===== src/design/sat_pkg.sv =====
// Shared types and constants for the sorted array table.
// No dependencies; used by sat_cell and sorted_array_table.
package sat_pkg;

	localparam int Depth     = 8;
	localparam int ValueBits = 32;
	localparam int PosBits   = 3;
	localparam int CountBits = 4;

	typedef enum logic [1:0] {
		OP_INSERT = 2'd0,
		OP_SEARCH = 2'd1,
		OP_REMOVE = 2'd2,
		OP_NOP    = 2'd3
	} opcode_t;

	typedef enum logic [1:0] {
		ST_OK        = 2'd0,
		ST_FULL      = 2'd1,
		ST_NOT_FOUND = 2'd2
	} status_t;

	typedef struct packed {
		opcode_t            opcode;
		logic signed [31:0] operand_value;
	} req_item_t;

	typedef struct packed {
		status_t                status;
		logic [PosBits-1:0]     position;
		logic [CountBits-1:0]   entry_count;
	} rsp_item_t;

	// Broadcast from the controller to every cell.
	typedef struct packed {
		logic                        do_insert;
		logic                        do_remove;
		logic signed [ValueBits-1:0] key;
	} cell_cmd_t;

	// Per-cell compare results, already qualified by the occupied flag.
	typedef struct packed {
		logic le;
		logic eq;
	} cell_flags_t;

endpackage


===== src/design/sat_cell.sv =====
// One storage cell of the sorted array table: holds one entry, compares it
// with the broadcast key and shifts with its neighbors. Depends on sat_pkg.
module sat_cell (
	input  logic                                 clk,
	input  sat_pkg::cell_cmd_t                   cmd,
	input  logic                                 occupied,
	input  logic signed [sat_pkg::ValueBits-1:0] left_entry,
	input  logic signed [sat_pkg::ValueBits-1:0] right_entry,
	input  logic                                 left_le,
	input  logic                                 hit_in,
	output logic signed [sat_pkg::ValueBits-1:0] entry,
	output sat_pkg::cell_flags_t                 flags,
	output logic                                 hit_out
);

	logic signed [sat_pkg::ValueBits-1:0] entry_q;

	assign entry    = entry_q;
	assign flags.le = occupied && (entry_q <= cmd.key);
	assign flags.eq = occupied && (entry_q == cmd.key);
	assign hit_out  = hit_in | flags.eq;

	// Insert: cells above the insertion point take the left neighbor's entry,
	// the insertion point takes the key. Remove: the matching cell and all
	// above it take the right neighbor's entry.
	always_ff @(posedge clk) begin
		if (cmd.do_insert) begin
			if (!left_le) begin
				entry_q <= left_entry;
			end else if (!flags.le) begin
				entry_q <= cmd.key;
			end
		end else if (cmd.do_remove && hit_out) begin
			entry_q <= right_entry;
		end
	end

endmodule


===== src/design/sorted_array_table.sv =====
// Top level of the sorted array table: a row of sat_cell instances plus the
// fill count and the result register. Depends on sat_pkg and sat_cell.
//
// Usage:
//   Request channel (req_valid, req_ready, req) carries one item: an opcode
//   (insert, search, remove, or no operation) and a signed value. Response
//   channel (rsp_valid, rsp_ready, rsp) returns one item per request with a
//   status, the position inserted, found or removed, and the entry count
//   after the operation.
//   All cells compare their entry with the value in parallel and shift in
//   the same cycle: the response appears the cycle after the request is
//   accepted, and a new request can be taken every cycle unless a stalled
//   response holds req_ready low. The clock period is set by the compare of
//   each cell plus the short match chain that runs along the row.
//   Duplicates: insert goes after the last equal entry; search and remove
//   use the lowest matching index. An insert into a full table changes
//   nothing and reports full; a missed search or remove reports not found.
//   Reset clears the fill count and the response valid flag; entry contents
//   are not cleared, since only entries below the count are ever looked at.
//   If the receiver stalls, the response register holds its item and
//   req_ready drops until that item is taken; no item is lost.
module sorted_array_table (
	input  logic               clk,
	input  logic               arst_n,
	input  logic               req_valid,
	output logic               req_ready,
	input  sat_pkg::req_item_t req,
	output logic               rsp_valid,
	input  logic               rsp_ready,
	output sat_pkg::rsp_item_t rsp
);

	logic [sat_pkg::CountBits-1:0]        count_q;
	logic                                 rsp_valid_q;
	sat_pkg::rsp_item_t                   rsp_q;

	logic                                 accept;
	logic                                 full;
	logic                                 found;
	sat_pkg::cell_cmd_t                   cmd;
	logic [sat_pkg::Depth-1:0]            occupied;
	logic signed [sat_pkg::ValueBits-1:0] entries [sat_pkg::Depth];
	sat_pkg::cell_flags_t                 flags   [sat_pkg::Depth];
	logic [sat_pkg::Depth-1:0]            hits;
	logic [sat_pkg::PosBits-1:0]          ins_pos;
	logic [sat_pkg::PosBits-1:0]          match_pos;
	sat_pkg::rsp_item_t                   rsp_next;

	assign req_ready = !rsp_valid_q || rsp_ready;
	assign accept    = req_valid && req_ready;
	assign rsp_valid = rsp_valid_q;
	assign rsp       = rsp_q;

	assign full  = (count_q == sat_pkg::CountBits'(sat_pkg::Depth));
	assign found = hits[sat_pkg::Depth-1];

	// A cell is occupied when its index lies below the fill count.
	always_comb begin
		for (int i = 0; i < sat_pkg::Depth; i++) begin
			occupied[i] = (count_q > sat_pkg::CountBits'(i));
		end
	end

	always_comb begin
		cmd.key       = req.operand_value;
		cmd.do_insert = accept && (req.opcode == sat_pkg::OP_INSERT) && !full;
		cmd.do_remove = accept && (req.opcode == sat_pkg::OP_REMOVE) && found;
	end

	// The insertion point is the number of occupied entries not above the key;
	// since the row is sorted, that is the first cell whose le flag is low.
	always_comb begin
		ins_pos = sat_pkg::PosBits'(sat_pkg::Depth - 1);
		for (int i = sat_pkg::Depth - 1; i >= 0; i--) begin
			if (!flags[i].le) begin
				ins_pos = sat_pkg::PosBits'(i);
			end
		end
	end

	// Lowest matching index.
	always_comb begin
		match_pos = '0;
		for (int i = sat_pkg::Depth - 1; i >= 0; i--) begin
			if (flags[i].eq) begin
				match_pos = sat_pkg::PosBits'(i);
			end
		end
	end

	generate
		for (genvar g = 0; g < sat_pkg::Depth; g++) begin : g_cell
			logic signed [sat_pkg::ValueBits-1:0] left_entry;
			logic signed [sat_pkg::ValueBits-1:0] right_entry;
			logic                                 left_le;
			logic                                 hit_in;

			if (g == 0) begin : g_first
				assign left_entry = req.operand_value;
				assign left_le    = 1'b1;
				assign hit_in     = 1'b0;
			end else begin : g_rest
				assign left_entry = entries[g-1];
				assign left_le    = flags[g-1].le;
				assign hit_in     = hits[g-1];
			end

			if (g == sat_pkg::Depth - 1) begin : g_last
				assign right_entry = entries[g];
			end else begin : g_inner
				assign right_entry = entries[g+1];
			end

			sat_cell u_cell (
				.clk         (clk),
				.cmd         (cmd),
				.occupied    (occupied[g]),
				.left_entry  (left_entry),
				.right_entry (right_entry),
				.left_le     (left_le),
				.hit_in      (hit_in),
				.entry       (entries[g]),
				.flags       (flags[g]),
				.hit_out     (hits[g])
			);
		end
	endgenerate

	// Result of the accepted item, with the count as it stands afterwards.
	always_comb begin
		rsp_next.status      = sat_pkg::ST_OK;
		rsp_next.position    = '0;
		rsp_next.entry_count = count_q;
		unique case (req.opcode)
			sat_pkg::OP_INSERT: begin
				if (full) begin
					rsp_next.status = sat_pkg::ST_FULL;
				end else begin
					rsp_next.position    = ins_pos;
					rsp_next.entry_count = count_q + 1'b1;
				end
			end
			sat_pkg::OP_SEARCH: begin
				if (found) begin
					rsp_next.position = match_pos;
				end else begin
					rsp_next.status = sat_pkg::ST_NOT_FOUND;
				end
			end
			sat_pkg::OP_REMOVE: begin
				if (found) begin
					rsp_next.position    = match_pos;
					rsp_next.entry_count = count_q - 1'b1;
				end else begin
					rsp_next.status = sat_pkg::ST_NOT_FOUND;
				end
			end
			sat_pkg::OP_NOP: begin
				rsp_next.status = sat_pkg::ST_OK;
			end
			default: begin
				rsp_next.status = sat_pkg::ST_OK;
			end
		endcase
	end

	always_ff @(posedge clk or negedge arst_n) begin
		if (!arst_n) begin
			count_q     <= '0;
			rsp_valid_q <= 1'b0;
		end else begin
			if (accept) begin
				count_q     <= rsp_next.entry_count;
				rsp_valid_q <= 1'b1;
			end else if (rsp_ready) begin
				rsp_valid_q <= 1'b0;
			end
		end
	end

	always_ff @(posedge clk) begin
		if (accept) begin
			rsp_q <= rsp_next;
		end
	end

endmodule

===== config.mk =====
export PLATFORM = sky130hd
export DESIGN_NAME = sorted_array_table
export DESIGN_NICKNAME = d
export VERILOG_FILES = /design/src/design/sat_pkg.sv /design/src/design/sat_cell.sv /design/src/design/sorted_array_table.sv
export SDC_FILE = /design/constraint.sdc
export NUM_CORES = 1
export LEC_CHECK = 0
export BUFFER_PORTS_ARGS = -buffer_cell sky130_fd_sc_hd__buf_2
export CORE_ASPECT_RATIO = 1.25
export CORE_UTILIZATION = 50
export CTS_BUF_LIST = sky130_fd_sc_hd__clkbuf_4 sky130_fd_sc_hd__clkbuf_8
export DETAILED_ROUTE_END_ITERATION = 8
export PLACE_DENSITY = 0.8
export SYNTH_ARGS = -nofsm -noshare
export SYNTH_HDL_FRONTEND = slang
export SYNTH_SLANG_ARGS = --single-unit

===== constraint.sdc =====
create_clock -name clk -period 4.7 [get_ports clk]
set_clock_uncertainty 0.2 [all_clocks]
set_input_delay 0 -clock clk [delete_from_list [all_inputs] [get_ports clk]]
set_output_delay 0 -clock clk [all_outputs]
set_load 0.03 [all_outputs]

# Word-level counts from Yosys, hierarchy flattened
# Index checks and enable logic that the tools add are counted.
# totals
ff_bits	270
inputBits	38
out_inout_bits	11
wordCells	161
# classes
addsub	2
n_lt_le_gt_ge	16
eq_ne	20
mux	54
n_bitwise	7
reduce_logical	49
# op_table
cell	count
32-bit two-way mux	29
32-bit equality test	8
32-bit <= comparator	8
3-bit two-way mux	15
1-bit logical AND	28
3-bit inequality test (second input constant)	6
4-bit by 3-bit greater-than comparator with 1-bit output (second input constant)	4
2-bit AND reduction	8
2-bit nonzero test	8
7-bit two-way mux	2
3-bit case mux with 3 select lines	1
4-bit by 1-bit greater-than comparator with 1-bit output (second input constant)	2
4-bit by 2-bit greater-than comparator with 1-bit output (second input constant)	2
4-bit case mux with 2 select lines	1
1-bit OR	7
2-bit case mux with 3 select lines	1
4-bit by 1-bit adder with 4-bit output (second input constant)	1
2-bit equality test (second input constant)	2
4-bit equality test (second input constant)	1
1-bit two-way mux	4
2-bit inequality test (second input constant)	2
4-bit by 1-bit subtractor with 4-bit output (second input constant)	1
2-bit by 1-bit equality test with 1-bit output (second input constant)	1
1-bit zero test	2
4 further kinds	4

# Longest topological paths before layout
# depth
ltp_word	13
mapped_depth	13
ltp_nobuf	11

# Modules after synthesis
# From an unflattened synthesis, not the netlist that was laid out.
# unflattened
cells_unflattened	2182
hier_area_um2	20866.3
# modules_own_cells
mod	n_inst	cells_each	area_per_inst_um2	seq_area_each_um2
sat_cell	8	258	2477.4	960.9
sorted_array_table	1	118	1047.3	395.4

# Least setup slack after synthesis
# Ideal clock, no wire load.
# synth_timing
kind	flip-flop to flip-flop
start	register g_cell[1].u_cell.entry_q (netlist bit g_cell[1].u_cell.entry[9])
end	register g_cell[2].u_cell.entry_q (netlist bit g_cell[2].u_cell.entry[0]), enable pin
setup_time_ns	0.432
arrival_time_ns	4.047
t_required_ns	4.068
setup_slack_ns	0.021
stages_incl_launch_ff	12
path_buffers	1
period_less_slack_ns	4.679
path_cell_list	edfxtp_1 -> ha_1 -> a211oi_1 -> o21bai_1 -> a2111oi_2 -> o32ai_1 -> a211oi_2 -> mux2_4 -> nor2_8 -> buf_6 -> nor3_1 -> a21oi_1
# synth_between
elab_chain_len	13
word_cells_on_any_way	16
classes_between	1 x order compare; 2 x eq/ne; 7 x bitwise; 6 x reduce/logical
# synth_rtl
element	line	rtl
from (decl)	sat_cell.sv:16	logic signed [sat_pkg::ValueBits-1:0] entry_q;
from (signal assigned)	sat_cell.sv:29	entry_q <= left_entry;
from (signal assigned)	sat_cell.sv:31	entry_q <= cmd.key;
from (signal assigned)	sat_cell.sv:34	entry_q <= right_entry;
32-bit equality test	sat_cell.sv:20	assign flags.eq = occupied && (entry_q == cmd.key);
1-bit logical AND	sat_cell.sv:20	
1-bit OR (7 in a row)	sat_cell.sv:21	assign hit_out = hit_in | flags.eq;
1-bit logical AND	sorted_array_table.sv:67	cmd.do_remove = accept && (req.opcode == sat_pkg::OP_REMOVE) && found;
1-bit logical AND	sat_cell.sv:33	end else if (cmd.do_remove && hit_out) begin
2-bit nonzero test (no source line)	n/a	
2-bit AND reduction (no source line) (*)	n/a	
to (signal assigned)	sat_cell.sv:29	
to (signal assigned)	sat_cell.sv:31	
to (signal assigned)	sat_cell.sv:34	
to (decl)	sat_cell.sv:16	
# Mark *: on every way between the ends. The rest lies on a longest branch, timed or not.
# A chain may end at the register's enable or synchronous reset.

# Final worst setup path
# layout_timing
start	register g_cell[2].u_cell.entry_q (netlist bit g_cell[2].u_cell.entry[27])
end	register g_cell[5].u_cell.entry_q (netlist bit g_cell[5].u_cell.entry[26]), enable pin
# layout_between
elab_chain_len	12
# layout_rtl
element	line
32-bit equality test (*)	sat_cell.sv:20
1-bit logical AND (*)	sat_cell.sv:20
1-bit OR (*) (4 in a row)	sat_cell.sv:21
1-bit OR (2 in a row)	sat_cell.sv:21
1-bit logical AND	sorted_array_table.sv:67
1-bit logical AND (*)	sat_cell.sv:33
2-bit nonzero test (no source line) (*)	n/a
2-bit AND reduction (no source line) (*)	n/a
to (signal assigned)	sat_cell.sv:29
to (signal assigned)	sat_cell.sv:31
to (signal assigned)	sat_cell.sv:34
to (decl)	sat_cell.sv:16
# Marked as above.

==> flow_summary.yaml <==
power:
  leakage_uw: 0.00953
  ir_worst_vdd_v: 0.000224
  power_density_nw_per_um2: 350
  power.total_uw: 7650
die:
  dieHeight_um: 224
  core_um2: 38400
  dieArea_um2: 40100
  die_w_um: 179
  num_rows: 80
  start_util_pct: 51.1
  io_pins: 49
placed_design:
  io_buffers: 48
  gp_congestion: 0.995
  hpwl_mm: 43.9
  placedCellCount: 2465
  place_ws_ns: 0.510
  place_area_um2: 20500
sta:
  drv_slew: 0
  tightest_slew_ns: 0.821
  min_period_ns: 4.40
  layout_setup_ws_ns: 0.300
  slew_headroom_pct: 44.8
  setup_viol: 0
  rsz0062_at_grt: "false"
  fin_crit_sh_pct: 93.6
  finalSetupTns_ns: 0
  max_freq_ghz: 0.227
  report.final.hold_viol_count: 0
clock_tree:
  numCtsBuffers: 46
  clk_path_buf_depth: 3
  clkLatencyLatePin_ns: 0.62
  cts.sinks: 270
  cts_root_buffer: "clkbuf_8"
  post_cts_buffers: 0
  cts_tree: "done"
  cts_resized: 0
  clkSlewWorstSetupHoldPaths_ns: 0.06
  cts_max_level: 2
logic_synthesis:
  synth_cell_type_count: 75
  ys_seq_area_share_pct: 41.2
  syn_area_per_cell_um2: 9.96
  yosys_warnings: 0
  synthesis.area_um2: 19600
  async_flop_share_pct: 1.85
  synth_edf_count: 265
  synth_top_cell_by_area: "edfxtp_1"
  ys_ff_latch: 270
  syn-instance-count: 1971
  synthFlopType: "edfxtp_1"
  synth_fp_nets: 2275
  ys_top_cells_by_area: "edfxtp_1 41%, ha_1 17%, mux2i_1 8.2%"
  synth.top_cell.area_share_pct: 40.5
final_layout:
  layout-drive-gt1-share_pct: 10.6
  final_common_cell: "nand2_1"
  final_cell_mix: "320 x nand2_1, 266 x ha_1, 265 x edfxtp_1"
  fillers: 3304
  multi_input_area_um2: 10900
  nNetsFinal: 2367
  seq_area_um2: 8080
  final_area_um2: 21800
  instances_no_fill: 2593
  areaGrowthSynthToFinish_pct: 11.2
setup_path:
  crit_start: "g_cell[2].u_cell.entry[27]"
  path_class: "register to register"
  arrival_ns: 4.50
  rr_worst_depth: 10
  worstSetupEndpoint: "g_cell[5].u_cell.entry[26]"
  r2r-end: "g_cell[5].u_cell.entry[26]"
  start_kind: "register"
  cp-end-kind: "register"
  critPathMaxFanout: 19
  r2r-start: "g_cell[2].u_cell.entry[27]"
  r2r_setup_slack_ns: 0.30
  crit_required_ns: 4.80
run_status:
  status: "complete, but fails checks"
  violations: "DRC"
drt:
  dr.pass1.iters: 8
  drtIter0Drc: 1845
  wl_per_cell_um: 23.6
  viasPerCell: 6.42
  wl_mm: 61.2
  drc_errors: 4
  via_count: 16700
  antenna_left: 0
global_routing:
  grt_pass1_vias: 16200
  grt-ovfl-total: 0
  antenna_found_initial: 0
  grt_use_total_pct: 30.8
  grt_start_max_net_pins: 141
  grt_pass1_wl_mm: 93.2
min_path:
  hp-class: "primary input to asynchronous set/reset pin"
job:
  maxCapViolCount: 0
==> state kept, by name, indices dropped and copies added (netlist names) <==
name	count
rsp	9
count_q	4
g_cell.u_cell.entry	256
rsp_valid	1
==> power by group <==
part	switching (uW)	internal [uW]	total [uW]
clock	1060	1210	2270
combinational	1550	888	2440
sequential	128	2810	2940
total	2740	4910	7650
==> stage by stage <==
step | hold WS, ns | util [%]
6_report | 0.128 | 56.8
3_5_place_dp | -0.377 | 53.2
3_3_place_gp | -0.382 | 53.2
5_1_grt | 0.144 | 56.8
4_1_cts | 0.110 | 56.8
2_1_floorplan | -0.496 | -
==> critical path: stages, from the launching register on <==
cell and delay (ns):
edfxtp_1 0.45, ha_1 0.35, nand4_1 0.31, nor4_1 0.79
nand4_1 0.26, nand4_1 0.27, a21oi_1 0.10, nor2_1 0.34
a21oi_1 0.19, a21oi_4 0.53, buf_12 0.28
==> cell usage after synthesis, types with 6 or more instances <==
library cell	count
nor3_1	19
nor2_1	78
nor4_1	8
inv_1	58
nand4_1	54
and3_1	7
a21oi_2	21
nand2b_1	8
a221oi_1	7
o211ai_1	12
nor2b_1	9
o21ai_0	145
and4_1	7
mux2i_1	160
nand3_1	35
buf_2	9
o21ai_1	155
clkbuf_1	50
a21o_1	17
buf_4	7
ha_1	266
o21a_1	9
edfxtp_1	265
a211oi_1	11
a21oi_1	122
nand2_1	321
buf_6	17
and2_1	6
==> per-layer routing <==
metal,track usage (%),up-vias,wire length (um)
met3,4.82,262,4960
met1,37.2,7910,22800
met4,20.2,0,4340
met5,0,-,0
met2,50.5,883,29100
li1,-,7597,-
==> area by class of cell <==
| type | count | area share [%] |
|---|---|---|
| multi-input combinational | 1557 | 50.0 |
| sequential | 270 | 37.0 |
| timing repair buffer | 129 | 4.83 |
| clock buffer | 64 | 3.66 |
| tap | 492 | 2.82 |
| inverter | 59 | 1.01 |
| clock inverter | 21 | 0.682 |
| antenna | 1 | 0.0115 |
==> worst min-delay path by stage <==
stage / start / end / depth (start not counted)
2_1_floorplan: arst_n / count_q[0] / 0
5_1_grt: arst_n / count_q[2] / 3
6_report: arst_n / count_q[3] / 3
4_1_cts: arst_n / count_q[2] / 3
3_5_place_dp: arst_n / count_q[2] / 1
3_3_place_gp: arst_n / rsp_valid / 1
==> cell families after synthesis <==
group                    share of synthesized area (%)
adder cells (fa/ha/maj)                           17.0
AND/OR/NAND/NOR                                   13.8
multiplexers                                      8.54
flip-flops                                        41.2
buffers and inverters                             3.59
AO/OA/AOI/OAI                                     16.0
==> timing repair <==
action,in CTS,in global routing
hold buffers,42,0
endpoints found under the hold margin,261,0
setup endpoints to repair,0,0
Power figures use the tool's default switching activity.
